<file path="src/qrnog_pkg.sv">
`timescale 1ns / 1ps
// ----------------------------------------------------------------------------
// qrnog_pkg: shared types and helpers for the quad ring node order generator
// Holds the walk state, the segment codes and the start-of-sequence function.
// ----------------------------------------------------------------------------
package qrnog_pkg;

  // Highest element order the generator accepts; a write uses only the low four bits.
  localparam logic [3:0] MAX_ORDER = 4'd15;

  // Segment of the current ring that the walk is in.
  typedef enum logic [3:0] {
    SEG_CORNER_BL = 4'd0,
    SEG_CORNER_BR = 4'd1,
    SEG_CORNER_TR = 4'd2,
    SEG_CORNER_TL = 4'd3,
    SEG_EDGE_B    = 4'd4,
    SEG_EDGE_R    = 4'd5,
    SEG_EDGE_T    = 4'd6,
    SEG_EDGE_L    = 4'd7,
    SEG_CENTER    = 4'd8
  } seg_e;

  // Complete walk state carried from one word to the next.
  typedef struct packed {
    logic [3:0]      span;     // ring span k
    seg_e            seg;      // segment within the ring
    logic [3:0]      step;     // node count within an edge segment
    logic [5:0][7:0] corner;   // ring start indices
    logic [7:0]      pos;      // sequence position of the next word
    logic [7:0]      offset;   // grid index of the next edge node
  } walk_t;

  // One result word.
  typedef struct packed {
    logic [7:0] seq_pos;
    logic [7:0] grid_index;
    logic       last;
  } res_t;

  // Walk state at the start of a sequence for the given order.
  function automatic walk_t init_walk(input logic [3:0] order);
    walk_t      w;
    logic [4:0] n;
    logic [9:0] sq;
    logic [9:0] two_n;
    n           = {1'b0, order} + 5'd1;
    sq          = {5'd0, n} * {5'd0, n};
    two_n       = {4'd0, n, 1'b0};
    w.span      = order;
    w.seg       = SEG_CORNER_BL;
    w.step      = 4'd0;
    w.pos       = 8'd0;
    w.offset    = 8'd0;
    w.corner[0] = 8'd0;
    w.corner[1] = sq[7:0] - 8'd1;
    w.corner[2] = 8'd1;
    w.corner[3] = two_n[7:0] - 8'd1;
    w.corner[4] = sq[7:0] - 8'd2;
    w.corner[5] = sq[7:0] - two_n[7:0];
    return w;
  endfunction

endpackage

</file>
<file path="src/qrnog_step.sv">
`timescale 1ns / 1ps
// ----------------------------------------------------------------------------
// qrnog_step: one step of the ring walk
// From the current walk state, works out the grid index of this node and the
// walk state for the next node, stepping corners, edges and the center and
// shrinking to the next inner ring when one is done.
// ----------------------------------------------------------------------------
module qrnog_step (
  input  logic [3:0]       order_i,
  input  logic             restart_i,
  input  qrnog_pkg::walk_t walk_i,
  output qrnog_pkg::walk_t walk_o,
  output qrnog_pkg::res_t  res_o
);

  qrnog_pkg::walk_t cur;
  qrnog_pkg::walk_t nxt;
  qrnog_pkg::walk_t restart_walk;
  logic [7:0]       n8;
  logic [7:0]       ord8;
  logic [7:0]       addr;
  logic             is_edge;
  logic             edge_more;
  logic             finish;
  logic [3:0]       seg_inc;

  assign restart_walk = qrnog_pkg::init_walk(order_i);
  assign ord8         = {4'd0, order_i};
  assign n8           = ord8 + 8'd1;
  assign cur          = restart_i ? restart_walk : walk_i;
  assign seg_inc      = cur.seg + 4'd1;

  // Grid index of this node.
  always_comb begin
    case (cur.seg)
      qrnog_pkg::SEG_CORNER_BL: addr = cur.corner[0];
      qrnog_pkg::SEG_CORNER_BR: addr = cur.corner[0] + {4'd0, cur.span};
      qrnog_pkg::SEG_CORNER_TR: addr = cur.corner[1];
      qrnog_pkg::SEG_CORNER_TL: addr = cur.corner[1] - {4'd0, cur.span};
      qrnog_pkg::SEG_EDGE_B,
      qrnog_pkg::SEG_EDGE_R,
      qrnog_pkg::SEG_EDGE_T,
      qrnog_pkg::SEG_EDGE_L:    addr = cur.offset;
      default:                  addr = cur.corner[5] + 8'd1;
    endcase
  end

  assign is_edge = cur.seg inside {[qrnog_pkg::SEG_EDGE_B : qrnog_pkg::SEG_EDGE_L]};
  // More nodes remain on this edge when the next step count plus one is below k.
  assign edge_more = is_edge && (({1'b0, cur.step} + 5'd2) < {1'b0, cur.span});

  // Next walk state.
  always_comb begin
    nxt      = cur;
    finish   = 1'b0;
    nxt.pos  = cur.pos + 8'd1;
    nxt.step = cur.step + 4'd1;
    case (cur.seg)
      qrnog_pkg::SEG_EDGE_B: nxt.offset = cur.offset + 8'd1;
      qrnog_pkg::SEG_EDGE_R: nxt.offset = cur.offset + n8;
      qrnog_pkg::SEG_EDGE_T: nxt.offset = cur.offset - 8'd1;
      qrnog_pkg::SEG_EDGE_L: nxt.offset = cur.offset - n8;
      default:               nxt.offset = cur.offset;
    endcase

    if (!edge_more) begin
      nxt.step = 4'd0;
      case (cur.seg)
        qrnog_pkg::SEG_CORNER_BL,
        qrnog_pkg::SEG_CORNER_BR,
        qrnog_pkg::SEG_CORNER_TR: nxt.seg = qrnog_pkg::seg_e'(seg_inc);
        qrnog_pkg::SEG_CORNER_TL,
        qrnog_pkg::SEG_EDGE_B,
        qrnog_pkg::SEG_EDGE_R,
        qrnog_pkg::SEG_EDGE_T: begin
          // Edges exist only when the ring spans two or more; otherwise the ring ends.
          if (cur.span >= 4'd2) begin
            nxt.seg    = qrnog_pkg::seg_e'(seg_inc);
            nxt.offset = cur.corner[3'(seg_inc[1:0]) + 3'd2];
          end else begin
            finish = 1'b1;
          end
        end
        qrnog_pkg::SEG_EDGE_L: begin
          if (cur.span == 4'd2) begin
            nxt.seg = qrnog_pkg::SEG_CENTER;
          end else begin
            finish = 1'b1;
          end
        end
        default: finish = 1'b1;
      endcase
    end

    // Ring done: either the walk is over or it moves to the next inner ring.
    if (finish) begin
      if (cur.span < 4'd3) begin
        nxt = restart_walk;
      end else begin
        nxt.span      = cur.span - 4'd2;
        nxt.seg       = qrnog_pkg::SEG_CORNER_BL;
        nxt.corner[0] = cur.corner[0] + ord8 + 8'd2;
        nxt.corner[1] = cur.corner[1] - ord8 - 8'd2;
        nxt.corner[2] = cur.corner[0] + ord8 + 8'd3;
        nxt.corner[3] = cur.corner[3] + ord8;
        nxt.corner[4] = cur.corner[1] - ord8 - 8'd3;
        nxt.corner[5] = cur.corner[5] - ord8;
      end
    end
  end

  assign walk_o           = nxt;
  assign res_o.seq_pos    = cur.pos;
  assign res_o.grid_index = addr;
  assign res_o.last       = finish && (cur.span < 4'd3);

endmodule

</file>
<file path="src/quad_ring_node_order_generator_top.sv">
`timescale 1ns / 1ps
// ----------------------------------------------------------------------------
// quad_ring_node_order_generator_top: boundary-first node order generator
// Emits, one word per request, the ring-by-ring node order of a quad element
// with its sequence position, row-major grid index and a last flag.
//
//   channel  direction  handshake               payload
//   in       input      in_valid_i / in_stall_o restart_i
//   out      output     out_valid_o/out_stall_i seq_pos_o, grid_index_o, last_o
//   cfg      APB        psel/penable/pready     paddr, pwdata, prdata
//
// Each request word goes through the step logic straight into the result
// register; the walk state updates in one pass, so a word is accepted every
// cycle unless the input stalls. The result register holds a word while
// out_stall_i is high, and the input stalls only while that held word is
// still waiting. Reset sets order 7 and the start of a fresh sequence.
// ----------------------------------------------------------------------------
module quad_ring_node_order_generator_top (
  input  logic        clk_i,
  input  logic        rst_ni,
  // request channel
  input  logic        in_valid_i,
  output logic        in_stall_o,
  input  logic        restart_i,
  // result channel
  output logic        out_valid_o,
  input  logic        out_stall_i,
  output logic [7:0]  seq_pos_o,
  output logic [7:0]  grid_index_o,
  output logic        last_o,
  // configuration port
  input  logic        psel,
  input  logic        penable,
  input  logic        pwrite,
  input  logic [2:0]  paddr,
  input  logic [31:0] pwdata,
  output logic [31:0] prdata,
  output logic        pready
);

  logic [3:0]       order_q, order_d;
  qrnog_pkg::walk_t walk_q, walk_d;
  qrnog_pkg::walk_t walk_next;
  qrnog_pkg::res_t  res;
  qrnog_pkg::res_t  res_q;
  logic             out_valid_q, out_valid_d;
  logic             in_take;
  logic             cfg_wr;
  logic [3:0]       wr_val;

  // Step logic.
  qrnog_step u_step (
    .order_i   (order_q),
    .restart_i (restart_i),
    .walk_i    (walk_q),
    .walk_o    (walk_next),
    .res_o     (res)
  );

  // Handshake.
  assign in_stall_o = out_valid_q && out_stall_i;
  assign in_take    = in_valid_i && !in_stall_o;

  // Configuration writes; a write clamps the order and restarts the walk.
  assign pready = 1'b1;
  assign prdata = {28'd0, order_q};
  assign cfg_wr = psel && penable && pwrite && (paddr[2] == 1'b0);

  always_comb begin
    if (pwdata[3:0] == 4'd0) begin
      wr_val = 4'd1;
    end else if (pwdata[3:0] > qrnog_pkg::MAX_ORDER) begin
      wr_val = qrnog_pkg::MAX_ORDER;
    end else begin
      wr_val = pwdata[3:0];
    end
  end

  // Next state of order and walk.
  always_comb begin
    order_d = order_q;
    walk_d  = walk_q;
    if (cfg_wr) begin
      order_d = wr_val;
      walk_d  = qrnog_pkg::init_walk(wr_val);
    end else if (in_take) begin
      walk_d = walk_next;
    end
  end

  assign out_valid_d = in_take || (out_valid_q && out_stall_i);

  always_ff @(posedge clk_i or negedge rst_ni) begin
    if (!rst_ni) begin
      order_q     <= 4'd7;
      walk_q      <= qrnog_pkg::init_walk(4'd7);
      out_valid_q <= 1'b0;
    end else begin
      order_q     <= order_d;
      walk_q      <= walk_d;
      out_valid_q <= out_valid_d;
    end
  end

  // Result word register.
  always_ff @(posedge clk_i) begin
    if (in_take) begin
      res_q <= res;
    end
  end

  assign out_valid_o  = out_valid_q;
  assign seq_pos_o    = res_q.seq_pos;
  assign grid_index_o = res_q.grid_index;
  assign last_o       = res_q.last;

endmodule

</file>
<file path="config.mk">
export PLATFORM = sky130hd
export DESIGN_NAME = quad_ring_node_order_generator_top
export DESIGN_NICKNAME = d
export VERILOG_FILES = /design/src/qrnog_pkg.sv /design/src/qrnog_step.sv /design/src/quad_ring_node_order_generator_top.sv
export SDC_FILE = /design/constraint.sdc
export NUM_CORES = 1
export LEC_CHECK = 0
export BUFFER_PORTS_ARGS = -buffer_cell sky130_fd_sc_hd__buf_4
export CAP_MARGIN = 25
export CORE_UTILIZATION = 50
export DETAILED_ROUTE_END_ITERATION = 10
export PLACE_DENSITY = 0.77
export SLEW_MARGIN = 40
export SYNTH_ARGS = -nofsm -noshare
export SYNTH_HDL_FRONTEND = slang
export SYNTH_SLANG_ARGS = --single-unit
</file>
<file path="constraint.sdc">
create_clock -name clk_i -period 6.55 [get_ports clk_i]
set_clock_uncertainty 0.2 [all_clocks]
set_input_delay 0.9825 -clock clk_i [delete_from_list [all_inputs] [get_ports clk_i]]
set_output_delay 0.9825 -clock clk_i [all_outputs]
set_load 0.03 [all_outputs]
</file>
==> impl_metrics.py, run 1 <==
metrics = {
    "timing": {
        "layout_worst_path_cycle_share_pct": 91.2,
        "finalCriticalPeriod_ps": 5970,
        "timing.max_slew.rel_slack_pct": 44.0,
        "setup_repair_after_global_routing_missed_its_margin": "false",
        "setup_viol": 0,
        "setup_ws_ps": 575,
        "worst-slew-pin-transition_ps": 840,
        "max_frequency_mhz": 167,
        "final_tns_setup_ps": 0,
        "final_hold_violations": 0,
        "final_count_of_pins_violating_max_slew": 0,
    },
    "placed_design": {
        "port_buffers": 35,
        "dpl_worst_slack_ps": 569,
        "finalWeightedCongestion": 0.996,
        "placedCellCount": 1468,
        "detailedPlacementHpwl_um": 23100,
    },
    "global_route": {
        "overflow": 0,
        "grt_antenna_before_repair": 0,
        "number_of_global_route_vias_before_repair": 8937,
        "grt_usage_pct": 31.6,
        "grt_first_pass_wirelength_um": 49000,
        "grt_start_max_net_pins": 59,
    },
    "logic_synthesis": {
        "dominantRegCellSynth": "sky130_fd_sc_hd__dfrtp_1",
        "ys_async_sr_fraction_pct": 82.7,
        "register_area_share_after_synthesis_pct": 25.8,
        "postSynthAreaPerCell_um2": 8.27,
        "synth_unique_cells": 92,
        "yosysWarningCount": 0,
        "number_of_synthesized_flops_with_an_enable_pin": 17,
        "synth_seq_cells": 98,
        "netlist_area_um2": 9930,
        "synth_cells": 1201,
    },
    "detailed_routing": {
        "post_drt_via_cell_ratio": 6.40,
        "ant_nets": 0,
        "initialDrtViolationCount": 1095,
        "wl_per_cell_um": 21.1,
        "drt_pre_antenna_iters": 7,
        "drc": 0,
        "totalWireLength_um": 31300,
        "route.vias.total": 9500,
    },
    "setup_path": {
        "path_cells": "nand3_1, xnor2_1, inv_1, nand2_1, fa_1, fa_1, inv_1, ha_1, a41o_1, ha_1, or3_4, and2_1, ha_1, a21o_1, a31oi_1, xnor2_1, a21oi_1, xnor2_1, a221oi_1, o21ai_0",
        "critical-path-max-stage-delay_ps": 650,
        "sort_of_element_at_the_start_of_the_critical_path": "register",
        "slowest_stage": "sky130_fd_sc_hd__dfstp_2",
        "endpoint_kind": "register",
        "critical_path_class": "reg -> reg",
        "critical_path_arrival_ps": 5870,
        "timing.critical_path.required_ps": 6440,
        "critical_path.max_fanout": 8,
    },
    "cells_and_area": {
        "syn2layout_area_growth_pct": 8.17,
        "mostFrequentLayoutCell": "sky130_fd_sc_hd__nand2_1",
        "most-common-layout-cells": "sky130_fd_sc_hd__nand2_1 (112), sky130_fd_sc_hd__nor2_1 (94), sky130_fd_sc_hd__o21ai_0 (82)",
        "layoutNonFillerInstCount": 1484,
        "layout.nets": 1348,
        "insertedDiodeCount": 0,
        "share_of_final_layout_standard_cells_stronger_than_drive_strength_1_pct": 12.5,
    },
    "status": {
        "outcome": "finished clean",
    },
    "flow_run": {
        "max_cap_viol_count": 0,
    },
    "clock_tree": {
        "cts_inserted_buffers": 9,
        "ctsRootBufferMaster": "sky130_fd_sc_hd__clkbuf_16",
        "cts-resized-gates": 0,
        "number_of_setup_buffers_added_after_cts": 0,
        "ctsHoldBuffers": 0,
        "clkSinkCount": 98,
        "h-tree-depth": 3,
        "tritoncts": "done",
        "insertion_delay_ps": 370,
        "cts.path.max_buffers": 2,
        "clock_input_transition_at_the_sequential_cells_of_the_worst_setup_and_hold_paths_ps": 80,
    },
    "die": {
        "initial_core_utilization_pct": 51.0,
        "die-width_um": 143,
        "core-area_um2": 19500,
        "placementRows": 51,
        "die-area_um2": 20400,
        "pin_count": 95,
        "die_height_um": 143,
    },
    "power_and_ir_drop": {
        "ir_drop_v": 0.000162,
        "total_power_w": 0.00375,
        "leakagePower_nw": 4.68,
        "power_density_nw_per_um2": 349,
    },
    "hold_path": {
        "timing.hold.worst.class": "reg -> reg",
    },
}
[layer usage]
layer | part of all wire, % | vias to the layer above | GRT usage [%] | wire (um)
li1 | - | 4317 | - | -
met1 | 39 | 4504 | 40.1 | 12200
met2 | 45 | 562 | 49.0 | 14100
met3 | 10 | 117 | 6.34 | 3150
met4 | 5.8 | 0 | 20.1 | 1810
met5 | 0 | - | 0 | 0
[final timing paths]
check | start | to | slack [ps] | cells after the start
setup / recovery | order_q[1]$_DFFE_PN1P_ | grid_index_o[6]$_DFFE_PP_ | 580 | 20
hold / removal | walk_q[15]$_DFFE_PN0P_ | walk_q[15]$_DFFE_PN0P_ | 270 | 1
hold reg to reg | walk_q[15]$_DFFE_PN0P_ | walk_q[15]$_DFFE_PN0P_ | 270 | 1
setup reg to reg | order_q[1]$_DFFE_PN1P_ | grid_index_o[6]$_DFFE_PP_ | 580 | 20
max in group asynchronous | rst_ni | out_valid_o$_DFF_PN0_ | 4970 | 2
min in group asynchronous | rst_ni | walk_q[6]$_DFFE_PN0P_ | 300 | 1
[cells by family after synthesis]
family	after synthesis	synth area share, %
AOI/OAI and AO/OA	356	23.8
xor gates and xnor gates	97	9.11
adders and majority gates	91	12.3
buffers and inverters	152	6.97
DFF	98	25.8
muxes	24	3.27
other	2	0.0756
and+or+nand+nor	381	18.6
[cell type report]
class	count	area (um2)
clock buffer	9	225
fill	1738	8720
multi-input combinational	979	6810
inverter	58	218
sequential	98	2570
clock inverter	7	83.8
timing repair buffer	68	514
tap	265	332
[synthesized netlist by cell type (all sizes together) (5+ instances only)]
cell type | number | share of area (%)
mux4 | 6 | 1.4
o211ai | 16 | 1.2
buf | 45 | 2.9
a22o | 7 | 0.62
a22oi | 5 | 0.38
mux2 | 5 | 0.57
inv | 56 | 2.1
o21ai | 90 | 4.5
xnor2 | 63 | 5.6
edfxtp | 17 | 5.1
ha | 80 | 10
o21a | 6 | 0.45
a221o | 5 | 0.50
or2 | 7 | 0.44
o31ai | 7 | 0.53
nand4 | 9 | 0.57
a21oi | 82 | 4.2
dfstp | 24 | 6.3
a211oi | 17 | 1.3
xor2 | 32 | 3.0
nand3 | 33 | 1.7
nand2b | 7 | 0.44
and3 | 13 | 0.82
or3 | 6 | 0.43
clkbuf | 49 | 1.9
a221oi | 17 | 1.5
o221ai | 6 | 0.53
dfrtp | 57 | 14
o21bai | 5 | 0.38
fa | 11 | 2.2
nor3 | 20 | 1.0
a31oi | 11 | 0.84
a222oi | 5 | 0.50
a21o | 19 | 1.4
mux2i | 13 | 1.3
nor2 | 97 | 3.7
and2 | 12 | 0.76
nor2b | 44 | 2.8
o22ai | 13 | 0.82
nand2 | 112 | 4.2
[critical path: cells and delay by family (launching register included)]
family | cells | cell delay [ps]
XOR/XNOR | 3 | 510
flip-flops | 1 | 650
AO/OA/AOI/OAI | 6 | 1320
AND/OR/NAND/NOR | 4 | 940
buffers and inverters | 2 | 170
adder cells (fa/ha/maj) | 5 | 1910
[sequential cells by signal (all words and copies together) (netlist names)]
signal,cells
last_o,1
order_q,4
out_valid_o,1
seq_pos_o,8
walk_q,76
grid_index_o,8
[power by group]
part / total (W) / switching (W) / internal, W
Clock: 0.000567 / 0.000293 / 0.000274
Combinational: 0.00234 / 0.00144 / 0.000900
Sequential: 0.000842 / 0.0000903 / 0.000751
[per-stage QoR]
stage	area, um2	hold WS, ps	util [%]
final	10700	275	55.2
after global routing	10700	296	55.2
after CTS	10700	278	55.2
after detailed placement	10400	264	53.6
after global placement	10400	255	53.6
after floorplan	10000	237	-
Note: power is estimated with default switching activity, not from simulation.
==> inputs of run 2 (changes only) <==
Settings changed: ABC_AREA from default to 1.
==> run 2 against run 1 <==
Against the previous run:
- the run now ends with DRC left
- critical endpoint is now walk_q[6]$_DFFE_PN0P_
- hold slack lost 98 ps
- maximum frequency increased by 1.0%
- clock power fell by 2%
- highest routed layer unchanged
==> impl_metrics.py, run 2 <==
metrics = {
    "setup_path": {
        "timing.critical_path.depth": 25,
        "sort_of_element_at_the_start_of_the_critical_path": "register",
        "critical-path-max-stage-delay_ps": 780,
        "timing.critical_path.required_ps": 6600,
        "endpoint_kind": "register",
        "critical_path_class": "reg -> reg",
        "reg2reg_path_depth": 25,
        "cp.buffers_inverters": 5,
        "critical_path.top_delay_family": "adder cells",
        "slowest_stage": "sky130_fd_sc_hd__dfstp_2",
        "critical_path.max_fanout": 13,
        "critical_path_arrival_ps": 5960,
        "critical_path.most_common_cell": "sky130_fd_sc_hd__nand2_1",
    },
    "timing": {
        "layout_worst_path_cycle_share_pct": 90.3,
        "worst-slew-pin-transition_ps": 757,
        "setup_viol": 0,
        "max_frequency_mhz": 169,
        "setup_repair_after_global_routing_missed_its_margin": "false",
        "final_hold_violations": 0,
        "timing.max_slew.rel_slack_pct": 49.4,
        "final_count_of_pins_violating_max_slew": 0,
        "final_tns_setup_ps": 0,
        "finalCriticalPeriod_ps": 5910,
    },
    "cells_and_area": {
        "largest_reg_flops": 76,
        "share_of_final_layout_standard_cells_stronger_than_drive_strength_1_pct": 10.4,
        "mostFrequentLayoutCell": "sky130_fd_sc_hd__nand2_1",
        "post-route-util_pct": 54.3,
        "layout.nets": 1653,
        "layout.cell_area.non_filler_um2": 11000,
        "syn2layout_area_growth_pct": 6.45,
        "most-common-layout-cells": "sky130_fd_sc_hd__nand2_1 (292), sky130_fd_sc_hd__inv_1 (198), sky130_fd_sc_hd__nor2_1 (153)",
        "top_register": "walk_q",
        "insertedDiodeCount": 0,
    },
    "logic_synthesis": {
        "postSynthAreaPerCell_um2": 6.83,
        "synth_seq_cells": 98,
        "yosys.cell_count.top_type": "sky130_fd_sc_hd__nand2_1",
        "synth.top_cells.by_area": "sky130_fd_sc_hd__dfrtp_1 (14%), sky130_fd_sc_hd__nand2_1 (11%), sky130_fd_sc_hd__ha_1 (9.7%)",
        "number_of_synthesized_flops_with_an_enable_pin": 17,
        "synth_cells": 1509,
        "yosysWarningCount": 0,
        "synth_common_cells": "sky130_fd_sc_hd__nand2_1 (292), sky130_fd_sc_hd__inv_1 (199), sky130_fd_sc_hd__nor2_1 (155), sky130_fd_sc_hd__o21ai_0 (132), sky130_fd_sc_hd__nand3_1 (95)",
        "synth_top_area_share_pct": 13.8,
        "ys_async_sr_fraction_pct": 82.7,
        "netlist_area_um2": 10300,
        "register_area_share_after_synthesis_pct": 24.9,
        "dominantRegCellSynth": "sky130_fd_sc_hd__dfrtp_1",
        "synth_largest_area_cell": "sky130_fd_sc_hd__dfrtp_1",
        "synth_unique_cells": 66,
    },
    "detailed_routing": {
        "totalWireLength_um": 32900,
        "post_drt_via_cell_ratio": 5.91,
        "routedLengthMet1_um": 13700,
        "routed-wl-met3_um": 2950,
        "route.vias.total": 10605,
        "initialDrtViolationCount": 1252,
        "wl_per_cell_um": 18.3,
        "drc": 1,
        "dr_wl_met2_um": 14500,
        "drt_pre_antenna_iters": 8,
        "top_layer": "met4",
        "ant_nets": 0,
    },
    "clock_tree": {
        "clock_input_transition_at_the_sequential_cells_of_the_worst_setup_and_hold_paths_ps": 80,
        "number_of_setup_buffers_added_after_cts": 0,
        "h-tree-depth": 3,
        "cts.path.max_buffers": 2,
        "ctsRootBufferMaster": "sky130_fd_sc_hd__clkbuf_16",
        "clkSinkCount": 98,
        "cts-resized-gates": 0,
        "insertion_delay_ps": 370,
        "tritoncts": "done",
        "ctsHoldBuffers": 0,
        "cts_inserted_buffers": 9,
    },
    "global_route": {
        "number_of_global_route_vias_before_repair": 9647,
        "grt_usage_pct": 31.0,
        "grt_first_pass_wirelength_um": 51700,
        "grt_antenna_before_repair": 0,
        "overflow": 0,
        "grt_start_max_net_pins": 81,
    },
    "die": {
        "pin_count": 95,
        "die-width_um": 146,
        "placementRows": 52,
        "die-area_um2": 21200,
        "initial_core_utilization_pct": 51.0,
        "die_height_um": 146,
        "core-area_um2": 20200,
    },
    "status": {
        "outcome": "complete, but fails checks",
        "failed_checks": "DRC",
    },
    "power_and_ir_drop": {
        "leakagePower_nw": 5.21,
        "ir_drop_v": 0.000142,
        "power_density_nw_per_um2": 330,
    },
    "placed_design": {
        "finalWeightedCongestion": 0.999,
        "dpl_cell_area_um2": 10700,
        "port_buffers": 35,
        "detailedPlacementHpwl_um": 24100,
    },
    "flow_run": {
        "max_cap_viol_count": 0,
    },
    "hold_path": {
        "timing.hold.worst.class": "in -> async",
    },
}
-- run 2: changes by cell type after synthesis, sizes merged, moves of 19 or more --
cell,previous run,this run
nand2,112,305
xnor2,63,24
clkbuf,49,27
o21ai,90,149
nor2,97,165
nand3,33,97
inv,56,211
nor2b,44,0
a21o,19,0
-- run 2: per-layer routing --
layer	global-route usage, %	vias up
met4	16.6	0
met1	41.3	4962
met3	4.48	109
met2	48.7	520
li1	-	5014
met5	0	-
-- run 2: per-stage QoR --
| stage | power [W] | hold WS, ps | worst slack (ps) | instances |
|---|---|---|---|---|
| finish | 0.00363 | 177 | 636 | 1794 |
| global route | 0.00391 | 181 | 292 | 1794 |
| CTS | 0.00357 | 179 | 722 | 1794 |
| detailed placement | 0.00301 | 257 | 721 | 1778 |
| global placement | 0.00295 | 257 | 867 | 1778 |
| floorplan | 0.00246 | 246 | 1030 | 1537 |
-- run 2: power by group --
group / switching [W] / total (W) / internal, W
sequential: 0.0000904 / 0.000859 / 0.000769
combinational: 0.00151 / 0.00222 / 0.000710
clock: 0.000283 / 0.000553 / 0.000270
-- run 2: layout make-up --
class	count	area (um2)
clock buffer	9	225
clock inverter	7	67.6
fill	1977	9260
inverter	213	812
multi-input combinational	1146	6580
sequential	98	2570
tap	270	338
timing repair buffer	51	393
-- run 2: worst paths after layout --
check                                       start                     end  slack [ps]
max                        order_q[0]$_DFFE_PN1P_   walk_q[6]$_DFFE_PN0P_         640
min                                        rst_ni   walk_q[6]$_DFFE_PN0P_         180
max reg2reg                order_q[0]$_DFFE_PN1P_   walk_q[6]$_DFFE_PN0P_         640
min reg2reg                walk_q[60]$_DFFE_PN1P_  walk_q[60]$_DFFE_PN1P_         270
max in group asynchronous                  rst_ni  walk_q[30]$_DFFE_PN0P_        5100
min in group clk_i         walk_q[60]$_DFFE_PN1P_  walk_q[60]$_DFFE_PN1P_         270
-- run 2: kinds of logic after synthesis --
group	after synthesis	synth area share [%]
buffers and inverters	293	12.4
XOR/XNOR	47	4.06
adder cells (fa/ha/maj)	91	11.8
flip-flops	98	24.9
AO/OA/AOI/OAI	359	20.9
AND/OR/NAND/NOR	619	25.9
other	2	0.0728
